<file path="config.mk">
export PLATFORM = sky130hd
export DESIGN_NAME = lwpc_fifo
export DESIGN_NICKNAME = d
export VERILOG_FILES = /design/src/hw/rtl/lwpc_pkg.sv /design/src/hw/rtl/lwpc_fifo.sv
export SDC_FILE = /design/constraint.sdc
export NUM_CORES = 1
export LEC_CHECK = 0
export BUFFER_PORTS_ARGS = -buffer_cell sky130_fd_sc_hd__buf_2
export CORE_MARGIN = 5
export CORE_UTILIZATION = 40
export CTS_CLUSTER_DIAMETER = 120
export CTS_CLUSTER_SIZE = 14
export DETAILED_ROUTE_END_ITERATION = 8
export PLACE_DENSITY = 0.69
export SYNTH_ARGS = -nofsm -noshare
export SYNTH_HDL_FRONTEND = slang
export SYNTH_SLANG_ARGS = --single-unit
</file>
<file path="constraint.sdc">
create_clock -name clk -period 2.4 [get_ports clk]
set_input_delay 0.24 -clock clk [delete_from_list [all_inputs] [get_ports clk]]
set_output_delay 0.24 -clock clk [all_outputs]
set_load 0.02 [all_outputs]
</file>
<file path="src/hw/rtl/lwpc_pkg.sv">
`timescale 1ns / 1ps
// ----------------------------------------------------------------------------
// lwpc_pkg: shared types and constants
// Parse states, word commands and widths for the line word palindrome counter.
// ----------------------------------------------------------------------------
package lwpc_pkg;

  localparam int MaxWordLen = 4096;
  localparam int AddrW      = $clog2(MaxWordLen);
  localparam int LenW       = $clog2(MaxWordLen + 1);
  localparam int CntW       = 16;
  localparam logic [CntW-1:0] CntMax = '1;

  localparam logic [7:0] ChCr    = 8'h0d;
  localparam logic [7:0] ChLf    = 8'h0a;
  localparam logic [7:0] ChSpace = 8'h20;
  localparam logic [7:0] ChLa    = 8'h61;
  localparam logic [7:0] ChLz    = 8'h7a;
  localparam logic [7:0] ChUa    = 8'h41;
  localparam logic [7:0] ChUz    = 8'h5a;

  typedef enum logic [2:0] {
    PS_START = 3'd0,
    PS_WORD  = 3'd1,
    PS_SPACE = 3'd2,
    PS_CR    = 3'd3,
    PS_SKIP  = 3'd4
  } parse_state_t;

  typedef enum logic [1:0] {
    CMD_LETTER = 2'd0,
    CMD_WORD   = 2'd1,
    CMD_LINE   = 2'd2
  } cmd_t;

  // one command from the parser to the word engine
  typedef struct packed {
    cmd_t             cmd;
    logic [4:0]       code;
    logic [AddrW-1:0] addr;
    logic [LenW-1:0]  len;
    logic             err;
  } cmd_word_t;

  typedef enum logic [1:0] {
    BK_IDLE = 2'd0,
    BK_READ = 2'd1,
    BK_CMP  = 2'd2,
    BK_OUT  = 2'd3
  } back_state_t;

endpackage

</file>
<file path="src/hw/rtl/lwpc_fifo.sv">
`timescale 1ns / 1ps
// ----------------------------------------------------------------------------
// lwpc_fifo: command queue
// Two-entry queue that decouples the parser from the word engine.
// ----------------------------------------------------------------------------
module lwpc_fifo import lwpc_pkg::*; (
  input  logic      clk,
  input  logic      rst_n,
  input  logic      wr_valid,
  output logic      wr_ready,
  input  cmd_word_t wr_data,
  output logic      rd_valid,
  input  logic      rd_ready,
  output cmd_word_t rd_data
);

  cmd_word_t  mem_r [2];
  logic       wp_r, rp_r;
  logic [1:0] cnt_r;
  logic       wr, rd;

  assign wr_ready = cnt_r != 2'd2;
  assign rd_valid = cnt_r != 2'd0;
  assign rd_data  = mem_r[rp_r];
  assign wr       = wr_valid && wr_ready;
  assign rd       = rd_valid && rd_ready;

  always_ff @(posedge clk) begin
    if (wr) mem_r[wp_r] <= wr_data;
  end

  always_ff @(posedge clk) begin
    if (!rst_n) begin
      wp_r  <= 1'b0;
      rp_r  <= 1'b0;
      cnt_r <= '0;
    end else begin
      if (wr) wp_r <= !wp_r;
      if (rd) rp_r <= !rp_r;
      cnt_r <= cnt_r + 2'(wr) - 2'(rd);
    end
  end

endmodule

</file>
; ---- Word level (Yosys, flattened, before mapping)
; Memories as Yosys holds them, arrays and structs flattened. A register that Yosys moved wholly into a read port is not among the register bits.
; Index checks and enable logic that the tools add are counted.
[word_totals]
n_memories = 1
latchBits = 0
elab_cells = 16
ramBits = 66
inputBits = 37
romBits = 0
reg_bits = 4
[memory_table]
columns = name, depth, word_bits, rd, rd_ports_with_merged_regs, write_ports, line_no
row1 = mem_r, 2, 33, 1, 1, 1, lwpc_fifo.sv:17  ; cmd_word_t mem_r [2];
[op_classes]
n_reduce_logical = 5
magnitude_cmp = 0
muxes = 4
n_mul = 0
addsub = 2
shifts = 0
div_mod_pow = 0
n_eq_ne = 1
bitwise = 0
[op_table]
columns = op, count
row1 = 2-to-1 mux 1 bit, 4
row2 = adder 2 x 1 -> 2 bit, 1
row3 = logical AND 1 bit, 2
row4 = logical NOT 1 bit, 2
row5 = "!= test 2 bit, second input constant", 1
row6 = nonzero test 2 bit, 1
row7 = subtractor 2 x 1 -> 2 bit, 1

; ---- Depth between registers and ports, before layout
[logic_depth]
depth_word = 4
depth_mapped = 6
ltp_nobuf = 6

; ---- Worst setup path after synthesis
; No wires, ideal clock.
[synth_path]
path_kind = reg2reg
start = reg cnt_r[0]
end = mem mem_r[1][0] in the netlist's numbering, enable pin
required_time_ns = 2.007
arrival_ns = 1.583
path_slack_ns = 0.423
n_path_buf = 0
stages_incl_launch_ff = 3
setup_time_ns = 0.393
cell_sequence = dfxtp_1 > nand2b_1 > and3_1
[synth_via]
elab_chain_len = 4
[synth_lines]
columns = element, line_no
row1 = "start, declared", lwpc_fifo.sv:19  ; logic [1:0] cnt_r;
row2 = "start signal, assigned", lwpc_fifo.sv:40  ; cnt_r <= cnt_r + 2'(wr) - 2'(rd);
row3 = != test 2 bit, lwpc_fifo.sv:22  ; assign wr_ready = cnt_r != 2'd2;
row4 = named net wr_ready, lwpc_fifo.sv:10  ; output logic wr_ready,
row5 = logical AND 1 bit, lwpc_fifo.sv:25  ; assign wr = wr_valid && wr_ready;
row6 = 2-to-1 mux 1 bit, lwpc_fifo.sv:29  ; if (wr) mem_r[wp_r] <= wr_data;
row7 = 2-to-1 mux 1 bit (implied by the code), lwpc_fifo.sv:29
row8 = "end, declared", lwpc_fifo.sv:17
; The timed path passes the listed nets, and every way through them passes these cells.

==> flow_metrics.env <==
export IMPL_dpl_hpwl_um=3060
export IMPL_power_switching_mw=0.880
export IMPL_r2r_setup_slack_ps=840
export IMPL_synthAdderAreaFrac=0.00473
export IMPL_async_reset_ff_frac=0
export IMPL_switching_share=0.290
export IMPL_final_cell_count_no_fill=297
export IMPL_grt_pass1_vias=1467
export IMPL_diodes=0
export IMPL_required_ps=2160
export IMPL_synth_area_leaders="edfxtp_1, mux2_1, dfxtp_1, buf_2, nor4bb_2"
export IMPL_dpl_cell_area_mm2=0.00311
export IMPL_routabilityCongestion=0.658
export IMPL_leakage_nw=1.24
export IMPL_layout_min_cycle_time_ps=1680
export IMPL_clkSinkCount=71
export IMPL_synth_simple_area_share=0.0369
export IMPL_synth_area_mux_share=0.141
export IMPL_synth_top_family_by_area="multiplexers"
export IMPL_grt_pass1_wl_um=7310
export IMPL_synth_edff_count=66
export IMPL_r2r_end="cnt_r[1]$_SDFF_PN0_"
export IMPL_power_per_cell_area_mw_per_mm2=930
export IMPL_slew_headroom=0.701
export IMPL_cp_end_kind="output pin"
export IMPL_crit_fanout=17
export IMPL_synth_xor_area_frac=0.00331
export IMPL_nFillCells=541
export IMPL_vias=1412
export IMPL_yosysWarnings=0
export IMPL_fp_coreArea_mm2=0.00639
export IMPL_ys_seq_elements=71
export IMPL_wl_per_cell_um=15.3
export IMPL_routed_via_density=4.75
export IMPL_setup_viol=0
export IMPL_stdcell_area_mm2=0.00326
export IMPL_drc=0
export IMPL_yosys_top_cells_count="edfxtp_1, mux2_1, dfxtp_1"
export IMPL_cts_hold_fix_buffers=0
export IMPL_rsz0062_at_grt="false"
export IMPL_finalWirelength_um=4530
export IMPL_status="finished clean"
export IMPL_timing_fmax_ghz=0.595
export IMPL_root_buffer="clkbuf_8"
export IMPL_antenna_found_initial=0
export IMPL_fin_crit_sh=0.700
export IMPL_p_int_mw=2.15
export IMPL_r2r_start="cnt_r[1]$_SDFF_PN0_"
export IMPL_worstSetupStartpointType="flip-flop"
export IMPL_yosysMostFrequentCell="edfxtp_1"
export IMPL_synth_cell_types=24
export IMPL_hp_class="in2reg"
export IMPL_initial_core_util=0.414
export IMPL_cts_tree="done"
export IMPL_min_to="mem_r[1][0]$_DFFE_PP_"
export IMPL_portBuffers=71
export IMPL_synth_main_ff_cell="edfxtp_1"
export IMPL_die_area_mm2=0.00834
export IMPL_overflow=0
export IMPL_hp_start="wr_data[0]"
export IMPL_track_usage=0.114
export IMPL_placement_rows=29
export IMPL_first_pass_iters=4
export IMPL_syn_cell_area_mm2=0.00264
export IMPL_fin_ws_ps=719
export IMPL_syn_nets=171
export IMPL_path_clk_slew_ps=70
export IMPL_fin_util=0.511
export IMPL_worstPathArrival_ps=1440
export IMPL_power_mw=3.03
export IMPL_path_class="reg2out"
export IMPL_clock_skew_final_ps=4.94
export IMPL_drt_initial_drc_count=36
export IMPL_dp_cells=281
export IMPL_cts_buffer_depth=2
export IMPL_cts_max_level=3
export IMPL_syn_to_final_growth_pct=23.4
export IMPL_dieWidth_um=91.3
export IMPL_fin_nets=253
export IMPL_drive_above_1_share=0.400
export IMPL_clk_insertion_delay_late_ps=320
export IMPL_ant_nets=0
export IMPL_die_y_um=91.3
export IMPL_reg2reg_depth=6
export IMPL_hold_viol=0
export IMPL_min_path_cells=1
export IMPL_seq_area_frac_synth=0.788
export IMPL_num_io_pins=72
export IMPL_tns_ps=0
export IMPL_worst_pin_slew_ps=448
export IMPL_slew_violations=0
export IMPL_power_share_combinational=0.242
export IMPL_grt_max_degree=34
export IMPL_synth_top_area_share=0.750
export IMPL_clkPwrFrac=0.249
export IMPL_syn_avg_cell_area_um2=19.9
export IMPL_synth_compound_area_frac=0.0166
export IMPL_numCtsBuffers=9
export IMPL_peakVddDrop_v=0.000552
export IMPL_pre_cts_ws_ps=839
export IMPL_p_seq_frac=0.509
export IMPL_cap_violations=0
export IMPL_cts_resized=0
export IMPL_whs_ps=101
export IMPL_syn_inst=133
export IMPL_yosys_area_top_type="edfxtp_1"
export IMPL_postCtsSetupBuffers=0
## cell families after synthesis
logic type,Yosys count
adders and majority gates,1
muxes,33
AOI/OAI and AO/OA,6
and+or+nand+nor,15
DFF,71
buffers and inverters,6
xor gates and xnor gates,1
## placed cells by master (no fill, tap or decap), types with 2 or more instances in the layout
cell type / synthesis / final
and3_1: 2 / 2
buf_2: 4 / 71
buf_4: 0 / 4
clkbuf_1: 0 / 3
clkbuf_8: 0 / 9
clkinv_1: 0 / 2
clkinvlp_4: 0 / 2
dfxtp_1: 5 / 5
edfxtp_1: 66 / 66
inv_1: 2 / 2
mux2_1: 33 / 33
nor2_1: 4 / 4
## sequential cells by signal, summed over array words and instances, names as in the netlist, named ones only
signal and flops:
mem_r 66, cnt_r 2, rp_r 1, wp_r 1
## critical path, cell delays in order (launching register included)
cell	delay, ps
dfxtp_1	330
buf_4	260
mux2_1	360
buf_2	170
## power groups by stage
| stage | logic (mW) | clock network [mW] | registers, mW |
|---|---|---|---|
| floorplan | 0.501 | 0 | 1.56 |
| global placement | 0.740 | 0 | 1.57 |
| detailed placement | 0.748 | 0 | 1.57 |
| CTS | 0.751 | 0.787 | 1.55 |
| global route | 0.797 | 0.848 | 1.56 |
| finish | 0.735 | 0.756 | 1.54 |
## layer usage
metal	vias up	track usage	share of wire
met5	-	0	0
met4	0	0.0660	0.013
met3	6	0.0264	0.058
met2	41	0.192	0.53
met1	686	0.132	0.40
li1	679	-	-
## layout make-up
type	count	area, µm²	area share
clock buffers	12	135	0.0414
flip-flops and latches	71	2080	0.638
well taps	77	96.3	0.0295
inverters	2	7.51	0.00230
multi-input cells	56	534	0.164
repair buffers	75	385	0.118
clock inverters	4	22.5	0.00690
## worst max path at each step
| stage | startpoint | endpoint | slack (ps) | depth (start not counted) |
|---|---|---|---|---|
| 6_report | flip-flop | rd_data[0] | 720 | 3 |
| 5_1_grt | flip-flop | rd_data[2] | 650 | 3 |
| 4_1_cts | flip-flop | rd_data[1] | 680 | 3 |
| 3_5_place_dp | cnt_r[1]$_SDFF_PN0_ | cnt_r[1]$_SDFF_PN0_ | 840 | 6 |
| 3_3_place_gp | cnt_r[1]$_SDFF_PN0_ | cnt_r[1]$_SDFF_PN0_ | 880 | 6 |
| 2_1_floorplan | cnt_r[0]$_SDFF_PN0_ | mem_r[1][0]$_DFFE_PP_ | 420 | 2 |
(Power assumes the default switching activity.)
