==> config.mk <==
export PLATFORM = sky130hd
export DESIGN_NAME = lwpc_front
export DESIGN_NICKNAME = d
export VERILOG_FILES = /design/src/hw/rtl/lwpc_pkg.sv /design/src/hw/rtl/lwpc_front.sv
export SDC_FILE = /design/constraint.sdc
export NUM_CORES = 1
export LEC_CHECK = 0
export BUFFER_PORTS_ARGS = -buffer_cell sky130_fd_sc_hd__buf_2
export CAP_MARGIN = 5
export CORE_AREA = 2 2 63 65
export CTS_BUF_LIST = sky130_fd_sc_hd__clkbuf_16
export CTS_CLUSTER_SIZE = 28
export DETAILED_ROUTE_END_ITERATION = 6
export DIE_AREA = 0 0 65 67
export MAX_ROUTING_LAYER = met4
export PLACE_DENSITY = 0.68
export SYNTH_ARGS = -nofsm -noshare
export SYNTH_HDL_FRONTEND = slang
export SYNTH_SLANG_ARGS = --single-unit
==> constraint.sdc <==
create_clock -name clk -period 2.1 [get_ports clk]
set_input_delay 0.315 -clock clk [delete_from_list [all_inputs] [get_ports clk]]
set_output_delay 0.315 -clock clk [all_outputs]
set_load 0.02 [all_outputs]
==> src/hw/rtl/lwpc_pkg.sv <==
`timescale 1ns / 1ps
// ----------------------------------------------------------------------------
// lwpc_pkg: shared types and constants
// Parse states, word commands and widths for the line word palindrome counter.
// ----------------------------------------------------------------------------
package lwpc_pkg;

  localparam int MaxWordLen = 4096;
  localparam int AddrW      = $clog2(MaxWordLen);
  localparam int LenW       = $clog2(MaxWordLen + 1);
  localparam int CntW       = 16;
  localparam logic [CntW-1:0] CntMax = '1;

  localparam logic [7:0] ChCr    = 8'h0d;
  localparam logic [7:0] ChLf    = 8'h0a;
  localparam logic [7:0] ChSpace = 8'h20;
  localparam logic [7:0] ChLa    = 8'h61;
  localparam logic [7:0] ChLz    = 8'h7a;
  localparam logic [7:0] ChUa    = 8'h41;
  localparam logic [7:0] ChUz    = 8'h5a;

  typedef enum logic [2:0] {
    PS_START = 3'd0,
    PS_WORD  = 3'd1,
    PS_SPACE = 3'd2,
    PS_CR    = 3'd3,
    PS_SKIP  = 3'd4
  } parse_state_t;

  typedef enum logic [1:0] {
    CMD_LETTER = 2'd0,
    CMD_WORD   = 2'd1,
    CMD_LINE   = 2'd2
  } cmd_t;

  // one command from the parser to the word engine
  typedef struct packed {
    cmd_t             cmd;
    logic [4:0]       code;
    logic [AddrW-1:0] addr;
    logic [LenW-1:0]  len;
    logic             err;
  } cmd_word_t;

  typedef enum logic [1:0] {
    BK_IDLE = 2'd0,
    BK_READ = 2'd1,
    BK_CMP  = 2'd2,
    BK_OUT  = 2'd3
  } back_state_t;

endpackage

==> src/hw/rtl/lwpc_front.sv <==
`timescale 1ns / 1ps
// ----------------------------------------------------------------------------
// lwpc_front: byte parser
// Classifies each byte, tracks the line state and issues word commands.
// ----------------------------------------------------------------------------
module lwpc_front import lwpc_pkg::*; (
  input  logic      clk,
  input  logic      rst_n,
  input  logic      in_push,
  output logic      in_full,
  input  logic [7:0] in_byte_value,
  output logic      cmd_valid,
  input  logic      cmd_ready,
  output cmd_word_t cmd_data
);

  parse_state_t    state_r, state_nxt;
  logic            err_r, err_nxt;
  logic [LenW-1:0] len_r, len_nxt;
  logic            is_lc, is_uc, is_letter, take;
  logic [4:0]      code;

  assign in_full   = !cmd_ready;
  assign take      = in_push && cmd_ready;
  assign is_lc     = (in_byte_value >= ChLa) && (in_byte_value <= ChLz);
  assign is_uc     = (in_byte_value >= ChUa) && (in_byte_value <= ChUz);
  assign is_letter = is_lc || is_uc;
  assign code      = is_lc ? 5'(in_byte_value - ChLa) : 5'(in_byte_value - ChUa);

  always_comb begin
    state_nxt = state_r;
    err_nxt   = err_r;
    len_nxt   = len_r;
    cmd_valid = 1'b0;
    cmd_data  = '{cmd: CMD_LETTER, code: code, addr: len_r[AddrW-1:0],
                  len: len_r, err: err_r};
    if (take) begin
      unique case (state_r)
        PS_START, PS_WORD, PS_SPACE: begin
          if (is_letter) begin
            if (len_r < LenW'(MaxWordLen)) begin
              cmd_valid = 1'b1;
              len_nxt   = len_r + 1'b1;
              state_nxt = PS_WORD;
            end else begin
              err_nxt   = 1'b1;
              state_nxt = PS_SKIP;
            end
          end else if (in_byte_value == ChCr) begin
            if (state_r == PS_SPACE) err_nxt = 1'b1;
            state_nxt = PS_CR;
          end else if (in_byte_value == ChSpace && state_r == PS_WORD) begin
            cmd_valid    = 1'b1;
            cmd_data.cmd = CMD_WORD;
            len_nxt      = '0;
            state_nxt    = PS_SPACE;
          end else begin
            err_nxt   = 1'b1;
            state_nxt = PS_SKIP;
          end
        end
        PS_CR: begin
          if (in_byte_value == ChLf) begin
            cmd_valid    = 1'b1;
            cmd_data.cmd = CMD_LINE;
            state_nxt    = PS_START;
            err_nxt      = 1'b0;
            len_nxt      = '0;
          end else if (in_byte_value == ChCr) begin
            err_nxt = 1'b1;
          end else begin
            err_nxt   = 1'b1;
            state_nxt = PS_SKIP;
          end
        end
        default: begin
          if (in_byte_value == ChCr) state_nxt = PS_CR;
        end
      endcase
    end
  end

  always_ff @(posedge clk) begin
    if (!rst_n) begin
      state_r <= PS_START;
      err_r   <= 1'b0;
      len_r   <= '0;
    end else begin
      state_r <= state_nxt;
      err_r   <= err_nxt;
      len_r   <= len_nxt;
    end
  end

endmodule

# ---- Word-level counts from Yosys, hierarchy flattened
# Cells that the tools add are included.
dict set report word_totals {
  regBits 17
  output_inout_bits 35
  elab_cells 73
}
dict set report classes {
  n_addsub 3
  n_lt_le_gt_ge 5
  eq_ne 14
  muxes 35
  reduce_logical 13
}
# op count
set ops {}
lappend ops {{2-to-1 mux 13 bit} 5}
lappend ops {{one-hot mux 13 bit (2 select lines)} 1}
lappend ops {{2-to-1 mux 3 bit} 7}
lappend ops {{== test 8 x 4 -> 1 bit (second input constant)} 2}
lappend ops {{>= comparator 8 x 7 -> 1 bit (second input constant)} 2}
lappend ops {{<= comparator 8 x 7 -> 1 bit (second input constant)} 2}
lappend ops {{2-to-1 mux 1 bit} 15}
lappend ops {{!= test 3 bit (second input constant)} 5}
lappend ops {{adder 13 x 1 -> 13 bit (second input constant)} 1}
lappend ops {{< comparator 13 bit (second input constant)} 1}
lappend ops {{subtractor 5 x 1 -> 5 bit (second input constant)} 2}
lappend ops {{== test 8 x 6 -> 1 bit (second input constant)} 1}
lappend ops {{!= test 4 bit (second input constant)} 2}
lappend ops {{== test 3 x 2 -> 1 bit (second input constant)} 2}
lappend ops {{one-hot mux 3 bit (2 select lines)} 1}
lappend ops {{AND reduction 6 bit} 1}
lappend ops {{2-to-1 mux 5 bit} 1}
lappend ops {{AND reduction 5 bit} 1}
lappend ops {{logical AND 1 bit} 4}
lappend ops {{2-to-1 mux 2 bit} 2}
lappend ops {{one-hot mux 1 bit (2 select lines)} 2}
lappend ops {{one-hot mux 2 bit (2 select lines)} 1}
lappend ops {{== test 3 x 1 -> 1 bit (second input constant)} 1}
lappend ops {{logical NOT 3 bit} 1}
lappend ops {{other kinds (7)} 7}

# ---- Longest topological paths before layout
dict set report logic_depth {
  ltp_word 7
  depth_mapped 9
  ltp_nobuf 7
}

# ---- Worst setup path after synthesis
# OpenSTA, ideal clock, no wires.
dict set report synth_path {
  kind {input to output}
  from {input port in_byte_value[0]}
  to {output port cmd_valid}
  t_arrival_ns 1.569
  setup_slack_ns 0.216
  cell_stages 7
  cell_sequence {inv_1 -> ha_1 -> nor3b_4 -> a21oi_1 -> and3_4 -> o21ai_2 -> inv_1}
}
dict set report synth_between {
  elab_chain_len 7
  elab_cells_between_ends 17
}
# item line_no
set synth_lines {}
lappend synth_lines {{start, declared} lwpc_front.sv:11} ;# input logic [7:0] in_byte_value,
lappend synth_lines {{parallel branches: the longest is 5 deep, another holds >= comparator 8 x 7 -> 1 bit} n/a}
lappend synth_lines {{one-hot mux 1 bit (2 select lines) (*)} lwpc_front.sv:38} ;# unique case (state_r)
lappend synth_lines {{2-to-1 mux 1 bit (*)} lwpc_front.sv:37} ;# if (take) begin
lappend synth_lines {{end, declared} lwpc_front.sv:12} ;# output logic cmd_valid,
# Mark *: on every way between the ends.

# ---- Final worst setup path
# Same ends and word-level chain as after synthesis.

==> results by group <==
Status
  • Outcome: complete, no violations

Clocking
  • Clock transition at the registers of the reported paths: 0.05 ns
  • Worst-skew pair later-pin latency: ~0.25 ns
  • Root cell of the clock tree: clkbuf_16
  • Setup bufs post-CTS: 0
  • Clk sinks: 17
  • Clock tree buffer depth: 2
  • Post-CTS sizing: 0
  • CTS Buf Count: 3
  • Cts-stage hold buffer count: 0
  • CTS tree: yes
  • H-tree levels: 1

Drt
  • # DRC: 0
  • Post-Route WL: around 3.7 mm
  • Initial DRC count: around 110
  • Initial DRT Pass Iterations: 4
  • Post-DRT Antenna Nets: 0
  • Drt wl/cell: 13.52 um
  • Via density: 5.589
  • Via count: 1537

Global routing
  • Grt total ovfl: 0
  • Tot GR Track Use: a little under a fifth
  • Largest net degree at the start of global routing: 24
  • First-pass GRT wire length: roughly 6.3 mm
  • Antenna violations before repair: 0
  • Vias in the first global route: 1372

Yosys
  • Predominant post-synthesis flop cell: dfxtp_1
  • Syn nets: around 210
  • Synth cell types: 42
  • Synth async-reset ratio: 0%
  • FF+latch count, synth: 17
  • Mapped Cells: 192
  • Share of the synthesized area in the top cell type: 22.52%
  • Synth Area per Inst: a little under 8 um^2
  • Main area contributors after synthesis: dfxtp_1 23%, o211ai_1 9.9%, buf_4 6.5%
  • Post-synth EDFFs: 0
  • Sequential area share after synthesis: 22.52%
  • Synth Warn #: 0
  • Area leader, netlist: dfxtp_1
  • Synthesized area: roughly 1500 um^2

Final layout
  • Most common cell after layout, fill and taps aside: buf_2
  • Most frequent cells in the layout: 46 x buf_2, 21 x nor2_1, 20 x o211ai_1
  • Antenna Cells: 0
  • Final core utilization: around half
  • P&R area growth vs syn: 15.07%
  • Non-filler cells, final: around 280
  • Sequential cell area: between 300 and 400 um^2
  • Fin area: 1739 um^2
  • Multi-input gate area: just over 900 um^2
  • Fin nets: between 200 and 250
  • Fillers: 358
  • Layout cells sized above 1: between 20% and 30%

Floorplanning
  • Chip Width: 65 um
  • Starting Density: a little over two fifths
  • IO Count: between 40 and 50
  • # rows: 22
  • Die ar.: roughly 4400 um^2
  • Die height: between 60 and 70 um
  • Core area: around 3600 um^2

Worst setup path
  • WP data required: approximately 1.8 ns
  • Critical path type: in -> out
  • Crit path capture type: primary output
  • Worst setup startpoint: in_byte_value[0]
  • Reg2reg start: len_r[1]
  • Worst-path fanout max: 6
  • Crit path DAT: around 1.7 ns
  • Startpoint class of the critical path: primary input

Run
  • Max Cap Viol: 0

Place
  • Post-Place Cells: ~270
  • IO Port Bufs: 46
  • Area after DPL: between 1500 and 2000 um^2
  • Placer Congestion: between 0.8 and 0.9
  • Sum of net half-perimeters after detailed placement: around 2.6 mm
  • DP Worst Slack: roughly 0.11 ns

Power
  • Combinational share of power: 16.1%
  • Pleak: about 0.0008 uW
  • PwrDens: about 500 nW/um^2
  • Internal Dissipation: between 600 and 700 uW
  • Psw: about 230 uW
  • VDD IR max: around 0.47 mV
  • Sequential cell fraction of total power: a little under two fifths
  • Sw frac: a little over a quarter
  • Clock group share of total power: 45.6%

Timing
  • Fin. Hold Viols: 0
  • Pins Over Slew Limit: 0
  • Final WS setup: 0.1279 ns
  • RSZ-0062 raised after global routing: no
  • Fmax: 507.1 MHz
  • Rel. slew slack: 72.06%
  • Setup TNS: 0 ns
  • Period utilisation layout: 93.91%
  • Worst Max-Slew Pin Slew: slightly above 0.4 ns
  • Min Tclk post-route: ~2.0 ns
  • Max Clock Skew: approximately 0.0036 ns
  • Setup violators final: 0

Hold path
  • Hold path start: in_byte_value[7]
  • Min-Delay Path Class: in -> reg
## final cells by class
class,count,share of cell area (%)
well taps,48,3.453
clock buffers,3,4.317
clock inverters,1,0.2878
multi-input cells,141,52.37
repair buffers,55,17.84
inverters,10,2.158
flip-flops and latches,17,19.57
## synthesized netlist by cell type (all sizes together) (3+ instances only)
cell     n
and3     5
nand4    3
nor4b    4
o21ai    4
o211ai  20
nor4     7
clkbuf   7
ha       4
nand2   18
xor2     3
nor2    21
inv     10
nor3     5
a41oi    3
buf     17
mux2i    3
a21oi    9
dfxtp   17
nand3   10
## state kept, by name, summed over array words and instances, names as in the netlist
register / cells
len_r: 13
err_r: 1
state_r: 3
## cell families (layout without fill, tap and decap cells)
| kind of cell | Yosys count | after routing | share of synthesized area (%) |
|---|---|---|---|
| AOI/OAI and AO/OA | 48 | 48 | 23.59 |
| adders and majority gates | 4 | 4 | 3.311 |
| xor gates and xnor gates | 3 | 3 | 1.739 |
| DFF | 17 | 17 | 22.52 |
| muxes | 3 | 3 | 1.987 |
| buffers and inverters | 34 | 69 | 17.22 |
| and+or+nand+nor | 83 | 83 | 29.64 |
## power by group through the flow
stage / logic (uW) / clock network [uW] / registers, uW
after floorplan: 103 / 0 / 339
after global placement: 139 / 0 / 339
after detailed placement: 139 / 0 / 339
after CTS: 140 / 402 / 332
after global routing: 153 / 416 / 333
final: 140 / 396 / 332
## per-stage QoR
step	total power, uW	hold slack (ns)
global route	902.3	0.4966
global placement	478.2	0.4558
finish	868.1	0.4681
floorplan	442.2	0.4351
CTS	874.4	0.4722
detailed placement	478.5	0.4564
## layer usage
layer  up-vias  track usage (%)  wire length [um]
met5         -                -                 0
met4         0            6.383                38
met3         4            3.547               236
met2        66            31.83              1803
met1       691            23.37              1640
li1        776                -                 -
## path summary, 6_finish.rpt
| check | to | slack (ns) | depth (start not counted) |
|---|---|---|---|
| setup reg to reg | len_r[12] | 0.27 | 6 |
| hold / removal | state_r[0] | 0.47 | 4 |
| setup / recovery | cmd_valid | 0.13 | 9 |
| hold reg to reg | err_r | 0.48 | 2 |
## worst max-delay path, stage by stage
cell	delay [ns]
buf_2	0.12
inv_1	0.09
ha_1	0.15
and2b_1	0.17
o2111ai_1	0.26
and3_4	0.28
o21ai_2	0.07
inv_1	0.05
buf_2	0.15
No activity file was read; power rests on OpenSTA's default activity.
